<file path="src/sv/ltr_pkg.sv">
// Package with the types, constants and register codes of the timer re-arm unit.
package ltr_pkg;

   // Width of the hardware down-counter that takes the reload values
   localparam int COUNTER_BITS = 16;

   localparam int DELTA_W  = 64;
   localparam int PERIOD_W = 30;
   localparam int MAX_W    = 16;
   localparam int STEP_W   = 30;

   // Mask applied to max_ticks before use
   localparam logic [MAX_W-1:0] MAX_MASK = MAX_W'((64'd1 << COUNTER_BITS) - 64'd1);

   // Register reset values
   localparam logic [PERIOD_W-1:0] TICK_PERIOD_RST = PERIOD_W'(838);
   localparam logic [MAX_W-1:0]    MAX_TICKS_RST   = MAX_W'(65535);
   localparam logic [STEP_W-1:0]   CLOCK_STEP_RST  = STEP_W'(10000000);

   // Register indexes on the configuration port
   typedef enum logic [1:0] {
      CSR_TICK_PERIOD = 2'd0,
      CSR_MAX_TICKS   = 2'd1,
      CSR_CLOCK_MODE  = 2'd2,
      CSR_CLOCK_STEP  = 2'd3
   } csr_index_type;

   // Request operation codes
   typedef enum logic {
      OP_ARM  = 1'b0,
      OP_TICK = 1'b1
   } op_type;

   // Sequencer states
   typedef enum logic [2:0] {
      ST_IDLE,
      ST_DIV_TICKS,
      ST_SPLIT,
      ST_DIV_ARMS,
      ST_TICK,
      ST_EMIT
   } ltr_state_type;

   // Control between sequencer and divider
   typedef struct packed {
      logic start;
   } div_req_type;

   typedef struct packed {
      logic done;
   } div_rsp_type;

endpackage

</file>
<file path="src/sv/ltr_div.sv">
// Radix-2 restoring divider: 64-bit dividend by 30-bit divisor, one quotient bit a cycle.
module ltr_div
   import ltr_pkg::*;
(
   input  logic                clock,
   input  logic                reset,
   input  div_req_type         ctl,
   input  logic [DELTA_W-1:0]  dividend,
   input  logic [PERIOD_W-1:0] divisor,
   output div_rsp_type         sts,
   output logic [DELTA_W-1:0]  quotient,
   output logic [PERIOD_W-1:0] remainder
);

   logic                busy_ff, busy_in;
   logic                done_ff, done_in;
   logic [5:0]          step_ff, step_in;
   logic [DELTA_W-1:0]  quo_ff, quo_in;
   logic [PERIOD_W-1:0] rem_ff, rem_in;
   logic [PERIOD_W-1:0] dvs_ff, dvs_in;

   logic [PERIOD_W:0]   trial;
   logic [PERIOD_W+1:0] diff;
   logic                fits;

   // Shift in the next dividend bit and try a subtract
   always_comb begin
      trial = {rem_ff, quo_ff[DELTA_W-1]};
      diff  = {1'b0, trial} - {2'b00, dvs_ff};
      fits  = ~diff[PERIOD_W+1];
   end

   // Advance one quotient bit per cycle
   always_comb begin
      busy_in = busy_ff;
      done_in = 1'b0;
      step_in = step_ff;
      quo_in  = quo_ff;
      rem_in  = rem_ff;
      dvs_in  = dvs_ff;
      if (ctl.start) begin
         busy_in = 1'b1;
         step_in = 6'd63;
         quo_in  = dividend;
         rem_in  = '0;
         dvs_in  = divisor;
      end else if (busy_ff) begin
         quo_in  = {quo_ff[DELTA_W-2:0], fits};
         rem_in  = fits ? diff[PERIOD_W-1:0] : trial[PERIOD_W-1:0];
         step_in = step_ff - 6'd1;
         if (step_ff == 6'd0) begin
            busy_in = 1'b0;
            done_in = 1'b1;
         end
      end
   end

   always_ff @(posedge clock) begin
      if (reset) begin
         busy_ff <= 1'b0;
         done_ff <= 1'b0;
         step_ff <= '0;
      end else begin
         busy_ff <= busy_in;
         done_ff <= done_in;
         step_ff <= step_in;
      end
      quo_ff <= quo_in;
      rem_ff <= rem_in;
      dvs_ff <= dvs_in;
   end

   assign sts.done  = done_ff;
   assign quotient  = quo_ff;
   assign remainder = rem_ff;

endmodule

</file>
<file path="src/sv/long_interval_timer_rearm.sv">
// Arm: one 64-step pass of the shared divider from request to result when the delay fits
//   the maximum, two when it is split into re-arms.
// Tick: one update state, then one emit state, from request to result.
// One request at a time: req_ready returns in the cycle after the result is loaded, later while
//   a stalled result holds the output register. Synchronous active-high reset, no clearing pass.
// Top level of the long-interval one-shot timer re-arm unit.
module long_interval_timer_rearm
   import ltr_pkg::*;
(
   input  logic                clock,
   input  logic                reset,
   // request channel
   input  logic                req_valid,
   output logic                req_ready,
   input  logic                req_operation,
   input  logic [DELTA_W-1:0]  req_delta_ns,
   // result channel
   output logic                rsp_valid,
   input  logic                rsp_ready,
   output logic                rsp_reload_valid,
   output logic [MAX_W-1:0]    rsp_reload_ticks,
   output logic                rsp_deadline_due,
   output logic [DELTA_W-1:0]  rsp_clock_time_ns,
   // configuration port
   input  logic                csr_psel,
   input  logic                csr_penable,
   input  logic                csr_pwrite,
   input  logic [3:0]          csr_paddr,
   input  logic [31:0]         csr_pwdata,
   output logic [31:0]         csr_prdata,
   output logic                csr_pready
);

   // Configuration registers
   logic [PERIOD_W-1:0] period_ff;
   logic [MAX_W-1:0]    max_ff;
   logic                mode_ff;
   logic [STEP_W-1:0]   step_ff;
   csr_index_type       csr_idx;
   logic                csr_wr;

   assign csr_idx    = csr_index_type'(csr_paddr[3:2]);
   assign csr_wr     = csr_psel & csr_penable & csr_pwrite;
   assign csr_pready = 1'b1;

   // Write configuration
   always_ff @(posedge clock) begin
      if (reset) begin
         period_ff <= TICK_PERIOD_RST;
         max_ff    <= MAX_TICKS_RST;
         mode_ff   <= 1'b0;
         step_ff   <= CLOCK_STEP_RST;
      end else if (csr_wr) begin
         case (csr_idx)
            CSR_TICK_PERIOD: period_ff <= csr_pwdata[PERIOD_W-1:0];
            CSR_MAX_TICKS:   max_ff    <= csr_pwdata[MAX_W-1:0];
            CSR_CLOCK_MODE:  mode_ff   <= csr_pwdata[0];
            CSR_CLOCK_STEP:  step_ff   <= csr_pwdata[STEP_W-1:0];
            default: ;
         endcase
      end
   end

   // Read back configuration
   always_comb begin
      case (csr_idx)
         CSR_TICK_PERIOD: csr_prdata = {{(32-PERIOD_W){1'b0}}, period_ff};
         CSR_MAX_TICKS:   csr_prdata = {{(32-MAX_W){1'b0}}, max_ff};
         CSR_CLOCK_MODE:  csr_prdata = {31'd0, mode_ff};
         CSR_CLOCK_STEP:  csr_prdata = {{(32-STEP_W){1'b0}}, step_ff};
         default:         csr_prdata = '0;
      endcase
   end

   // Effective divisor and counter maximum
   logic [PERIOD_W-1:0] per;
   logic [MAX_W-1:0]    max_masked;
   logic [MAX_W-1:0]    eff_max;

   assign per        = (period_ff == '0) ? PERIOD_W'(1) : period_ff;
   assign max_masked = max_ff & MAX_MASK;
   assign eff_max    = (max_masked == '0) ? MAX_W'(1) : max_masked;

   // Shared divider
   div_req_type         div_ctl;
   div_rsp_type         div_sts;
   logic [DELTA_W-1:0]  div_dividend;
   logic [PERIOD_W-1:0] div_divisor;
   logic [DELTA_W-1:0]  div_quo;
   logic [PERIOD_W-1:0] div_rem;

   ltr_div u_div (
      .clock     (clock),
      .reset     (reset),
      .ctl       (div_ctl),
      .dividend  (div_dividend),
      .divisor   (div_divisor),
      .sts       (div_sts),
      .quotient  (div_quo),
      .remainder (div_rem)
   );

   // Sequencer and timer state
   ltr_state_type       state_ff, state_in;
   logic [DELTA_W-1:0]  ticks_ff, ticks_in;
   logic [DELTA_W-1:0]  arms_ff, arms_in;
   logic [MAX_W-1:0]    final_ff, final_in;
   logic [DELTA_W-1:0]  clock_ff, clock_in;
   logic                res_rv_ff, res_rv_in;
   logic [MAX_W-1:0]    res_ticks_ff, res_ticks_in;
   logic                res_due_ff, res_due_in;
   logic                out_v_ff, out_v_in;
   logic                out_rv_ff, out_rv_in;
   logic [MAX_W-1:0]    out_ticks_ff, out_ticks_in;
   logic                out_due_ff, out_due_in;
   logic [DELTA_W-1:0]  out_clock_ff, out_clock_in;
   logic [DELTA_W-1:0]  arms_dec;

   assign arms_dec = arms_ff - DELTA_W'(1);

   // Next state, divider control and result build
   always_comb begin
      state_in     = state_ff;
      ticks_in     = ticks_ff;
      arms_in      = arms_ff;
      final_in     = final_ff;
      clock_in     = clock_ff;
      res_rv_in    = res_rv_ff;
      res_ticks_in = res_ticks_ff;
      res_due_in   = res_due_ff;
      out_v_in     = out_v_ff;
      out_rv_in    = out_rv_ff;
      out_ticks_in = out_ticks_ff;
      out_due_in   = out_due_ff;
      out_clock_in = out_clock_ff;
      div_ctl      = '0;
      div_dividend = req_delta_ns;
      div_divisor  = per;
      req_ready    = 1'b0;

      // drop the result once taken
      if (out_v_ff && rsp_ready) begin
         out_v_in = 1'b0;
      end

      case (state_ff)
         ST_IDLE: begin
            req_ready = 1'b1;
            if (req_valid) begin
               if (op_type'(req_operation) == OP_ARM) begin
                  div_ctl.start = 1'b1;
                  state_in      = ST_DIV_TICKS;
               end else begin
                  state_in = ST_TICK;
               end
            end
         end
         ST_DIV_TICKS: begin
            if (div_sts.done) begin
               ticks_in = (div_quo == '0) ? DELTA_W'(1) : div_quo;
               state_in = ST_SPLIT;
            end
         end
         ST_SPLIT: begin
            // split into full re-arms plus remainder when above the maximum
            res_rv_in  = 1'b1;
            res_due_in = 1'b0;
            if (ticks_ff > DELTA_W'(eff_max)) begin
               div_ctl.start = 1'b1;
               div_dividend  = ticks_ff;
               div_divisor   = PERIOD_W'(eff_max);
               res_ticks_in  = eff_max;
               state_in      = ST_DIV_ARMS;
            end else begin
               arms_in      = '0;
               final_in     = '0;
               res_ticks_in = ticks_ff[MAX_W-1:0];
               state_in     = ST_EMIT;
            end
         end
         ST_DIV_ARMS: begin
            if (div_sts.done) begin
               arms_in  = div_quo;
               final_in = div_rem[MAX_W-1:0];
               state_in = ST_EMIT;
            end
         end
         ST_TICK: begin
            // advance the clock when enabled and consume one re-arm, or report the deadline when none is left
            if (mode_ff) begin
               clock_in = clock_ff + DELTA_W'(step_ff);
            end
            if (arms_ff != '0) begin
               arms_in      = arms_dec;
               res_rv_in    = 1'b1;
               res_due_in   = 1'b0;
               res_ticks_in = (arms_dec != '0) ? eff_max : final_ff;
            end else begin
               res_rv_in    = 1'b0;
               res_due_in   = 1'b1;
               res_ticks_in = '0;
            end
            state_in = ST_EMIT;
         end
         ST_EMIT: begin
            // hold until the output register is free
            if (!out_v_ff || rsp_ready) begin
               out_v_in     = 1'b1;
               out_rv_in    = res_rv_ff;
               out_ticks_in = res_ticks_ff;
               out_due_in   = res_due_ff;
               out_clock_in = clock_ff;
               state_in     = ST_IDLE;
            end
         end
         default: begin
            state_in = ST_IDLE;
         end
      endcase
   end

   always_ff @(posedge clock) begin
      if (reset) begin
         state_ff <= ST_IDLE;
         arms_ff  <= '0;
         final_ff <= '0;
         clock_ff <= '0;
         out_v_ff <= 1'b0;
      end else begin
         state_ff <= state_in;
         arms_ff  <= arms_in;
         final_ff <= final_in;
         clock_ff <= clock_in;
         out_v_ff <= out_v_in;
      end
      ticks_ff     <= ticks_in;
      res_rv_ff    <= res_rv_in;
      res_ticks_ff <= res_ticks_in;
      res_due_ff   <= res_due_in;
      out_rv_ff    <= out_rv_in;
      out_ticks_ff <= out_ticks_in;
      out_due_ff   <= out_due_in;
      out_clock_ff <= out_clock_in;
   end

   assign rsp_valid         = out_v_ff;
   assign rsp_reload_valid  = out_rv_ff;
   assign rsp_reload_ticks  = out_ticks_ff;
   assign rsp_deadline_due  = out_due_ff;
   assign rsp_clock_time_ns = out_clock_ff;

endmodule

</file>
<file path="config.mk">
export PLATFORM = sky130hd
export DESIGN_NAME = long_interval_timer_rearm
export DESIGN_NICKNAME = d
export VERILOG_FILES = /design/src/sv/ltr_pkg.sv /design/src/sv/ltr_div.sv /design/src/sv/long_interval_timer_rearm.sv
export SDC_FILE = /design/constraint.sdc
export NUM_CORES = 1
export LEC_CHECK = 0
export BUFFER_PORTS_ARGS = -buffer_cell sky130_fd_sc_hd__buf_2
export CORE_ASPECT_RATIO = 1.5
export CORE_MARGIN = 2
export CORE_UTILIZATION = 59
export DETAILED_ROUTE_END_ITERATION = 7
export PLACE_DENSITY = 0.79
export SLEW_MARGIN = 30
export SYNTH_ARGS = -nofsm -noshare
export SYNTH_HDL_FRONTEND = slang
export SYNTH_SLANG_ARGS = --single-unit
export TNS_END_PERCENT = 1
</file>
<file path="constraint.sdc">
create_clock -name clock -period 9.75 [get_ports clock]
set_input_delay 0.975 -clock clock [delete_from_list [all_inputs] [get_ports clock]]
set_output_delay 0.975 -clock clock [all_outputs]
set_load 0.1 [all_outputs]
</file>
==> flow_metrics.env <==
export IMPL_fmax_mhz=199
export IMPL_ys_warnings_count=0
export IMPL_crit_fanout=71
export IMPL_cts_buffers=48
export IMPL_slew_headroom_pct=29.2
export IMPL_grt_overflow_total=0
export IMPL_synthTopCellsByArea="edfxtp_1, dfxtp_1, nand2_1"
export IMPL_remaining_drc_errors=0
export IMPL_htree_levels=2
export IMPL_reg2reg_slack_ns=4.73
export IMPL_antenna_found_initial=8
export IMPL_dpl_cell_area_um2=28300
export IMPL_port_buffers=217
export IMPL_drive_gt1_share_pct=12.7
export IMPL_final_cell_count_no_fill=3665
export IMPL_fillers=3708
export IMPL_syn_to_final_growth_pct=10.2
export IMPL_layout_commonest_cell="nand2_1"
export IMPL_setup_violations=0
export IMPL_slowest_delay_ns=0.68
export IMPL_stdcell_area_um2=29900
export IMPL_io_pin_count=225
export IMPL_min_period_ns=5.02
export IMPL_cpMaxStageDelayCell="o31a_2"
export IMPL_whs_endpoint="rsp_reload_ticks[8]$_DFFE_PP_"
export IMPL_syn_area_um2=27200
export IMPL_core_area_um2=45600
export IMPL_fin_crit_sh_pct=51.5
export IMPL_postRouteWirelength_um=85500
export IMPL_synth_edf_count=258
export IMPL_arrival_ns=5.52
export IMPL_final_cell_mix="nand2_1, dfxtp_1, edfxtp_1"
export IMPL_cts_sinks=521
export IMPL_fin_setup_tns_ns=0
export IMPL_crit_type="flop to flop"
export IMPL_grt_pass1_vias=23098
export IMPL_clockRootBuffer="clkbuf_16"
export IMPL_grt_max_degree=97
export IMPL_ctsResizeCount=0
export IMPL_die_x_um=179
export IMPL_first_iter_violations=2075
export IMPL_tightestPinTransition_ns=1.05
export IMPL_final_net_count=3223
export IMPL_synth_distinct_cells=93
export IMPL_cp_top_family="simple AND/OR/NAND/NOR gates"
export IMPL_async_reset_ff_share_pct=0
export IMPL_insertion_delay_ns=0.57
export IMPL_clk_path_buf_depth=3
export IMPL_dr_pass1_iters=7
export IMPL_slew_viol_final=0
export IMPL_hpwl_um=61000
export IMPL_clk_pin_slew_worst_paths_ns=0.07
export IMPL_track_usage_pct=35.4
export IMPL_post_cts_buffers=0
export IMPL_leakagePower_nw=11.6
export IMPL_antenna_left=0
export IMPL_rsz0062_at_grt="false"
export IMPL_synth_top_area_cell="edfxtp_1"
export IMPL_dp_cells=3571
export IMPL_die_area_um2=47800
export IMPL_synthFlopType="dfxtp_1"
export IMPL_die_h_um=267
export IMPL_ff2ff_path_depth=12
export IMPL_r2r_start="arms_ff[0]$_SDFFE_PP0P_"
export IMPL_hold_path_class="flop to flop"
export IMPL_ys_seq_area_share_pct=47.9
export IMPL_wire_per_inst_um=23.3
export IMPL_min_delay_path_depth=0
export IMPL_grt_pass1_wl_um=130000
export IMPL_worst_path_stages=12
export IMPL_gp_congestion=1.02
export IMPL_status="completed"
export IMPL_rows=96
export IMPL_synth_seq_cells=521
export IMPL_via_per_inst=6.53
export IMPL_hp_start="res_ticks_ff[8]$_DFFE_PP_"
export IMPL_cp_end_kind="flop"
export IMPL_max_vdd_ir_drop_v=0.000232
export IMPL_finish_utilization_pct=65.6
export IMPL_crit_chain="inv_1, ha_1, or3b_1, nor3_2, nand4_1, nor2_2, nand3_1, o31a_2, a21oi_4, buf_4, o21ai_0, a21oi_1"
export IMPL_tritoncts="built"
export IMPL_synth_cells=2988
export IMPL_p_per_area_nw_per_um2=221
export IMPL_maxCapViolations=0
export IMPL_start_kind="flop"
export IMPL_initial_core_util_pct=59.5
export IMPL_crit_required_ns=10.25
export IMPL_vias=23947
export IMPL_timing_rr_end="arms_ff[19]$_SDFFE_PP0P_"
export IMPL_finalHoldViolCount=0
export IMPL_cts_hold_buf=0
export IMPL_syn_mean_instance_area_um2=9.09
export IMPL_synth_top_cell_area_share_pct=28.5
export IMPL_path_buf_inv=2
export IMPL_fin_skew_ns=0.0141
## worst max-delay path by stage
stage / start / end / slack, ns
after global placement: ticks_ff[19]$_SDFFCE_PN0P_ / u_div.quotient[13]$_DFFE_PP_ / 4.83
final: arms_ff[0]$_SDFFE_PP0P_ / arms_ff[19]$_SDFFE_PP0P_ / 4.73
after global routing: arms_ff[0]$_SDFFE_PP0P_ / arms_ff[26]$_SDFFE_PP0P_ / 4.48
after floorplan: state_ff[2]$_SDFFE_PP0P_ / ticks_ff[0]$_SDFFCE_PN1P_ / 1.87
after detailed placement: arms_ff[0]$_SDFFE_PP0P_ / arms_ff[21]$_SDFFE_PP0P_ / 4.90
after CTS: arms_ff[0]$_SDFFE_PP0P_ / arms_ff[49]$_SDFFE_PP0P_ / 4.87
## layout make-up
class / instances / area, µm² / share of cell area [%]
Sequential cell: 521 / 13000 / 43.5
Multi-Input combinational cell: 2136 / 12900 / 43.3
Timing Repair Buffer: 245 / 1340 / 4.47
Clock buffer: 55 / 1260 / 4.21
Tap cell: 588 / 736 / 2.46
Clock inverter: 32 / 317 / 1.06
Inverter: 81 / 304 / 1.02
Antenna cell: 7 / 17.5 / 0.0585
## sequential cells by signal, indices dropped and copies added (netlist names), 3 cells and up
| register | cells |
|---|---|
| arms_ff | 64 |
| clock_ff | 64 |
| final_ff | 16 |
| max_ff | 16 |
| period_ff | 30 |
| res_ticks_ff | 16 |
| rsp_clock_time_ns | 64 |
| rsp_reload_ticks | 16 |
| state_ff | 3 |
| step_ff | 30 |
| ticks_ff | 64 |
| u_div.dvs_ff | 30 |
| u_div.quotient | 64 |
| u_div.remainder | 30 |
| u_div.step_ff | 6 |
## synth_stat cells, types with 14 or more instances
library cell,n
or3_1,23
a221oi_1,18
nand2b_1,21
xnor2_1,60
a211oi_1,40
nor2b_1,33
o21a_1,15
clkbuf_1,223
a22o_1,21
buf_2,14
dfxtp_1,263
nand2_1,490
edfxtp_1,258
nor4_1,66
a31oi_1,16
a21o_1,36
xor2_1,35
a22oi_1,82
or4_1,23
ha_1,80
o21ai_0,110
mux2_2,21
inv_1,79
o31ai_1,14
mux2i_1,22
o211ai_1,31
nor3_1,86
nand3_1,92
a21oi_1,225
nand4_1,57
and3_1,17
nor2_1,209
## routing by layer
layer | share of wire [%] | track usage, % | up-vias
met5 | 0 | 0 | -
met1 | 34 | 37.2 | 11427
li1 | - | - | 10994
met4 | 10 | 30.1 | 0
met2 | 50 | 61.8 | 1149
met3 | 5.9 | 4.46 | 377
## power by group
part	internal, mW	switching (mW)	leakage (nW)
sequential	2.49	0.205	4.51
combinational	0.671	1.33	6.31
clock	1.07	0.846	0.767
total	4.23	2.38	11.6
## metrics by stage
step                setup slack [ns]  hold slack [ns]  power, mW
floorplan                       1.87            0.400       4.17
global placement                4.83            0.407       4.64
detailed placement              4.90            0.405       4.69
CTS                             4.87            0.421       6.59
global route                    4.48            0.431       6.90
finish                          4.73            0.422       6.61
## cells by family after synthesis
logic type | count (synthesis) | synth area share, %
buffers and inverters | 332 | 4.76
other | 2 | 0.0277
xor gates and xnor gates | 95 | 3.06
adders and majority gates | 82 | 3.83
AOI/OAI and AO/OA | 721 | 17.7
and+or+nand+nor | 1191 | 20.9
muxes | 44 | 1.76
DFF | 521 | 47.9
No activity file was read; power rests on OpenSTA's default activity.
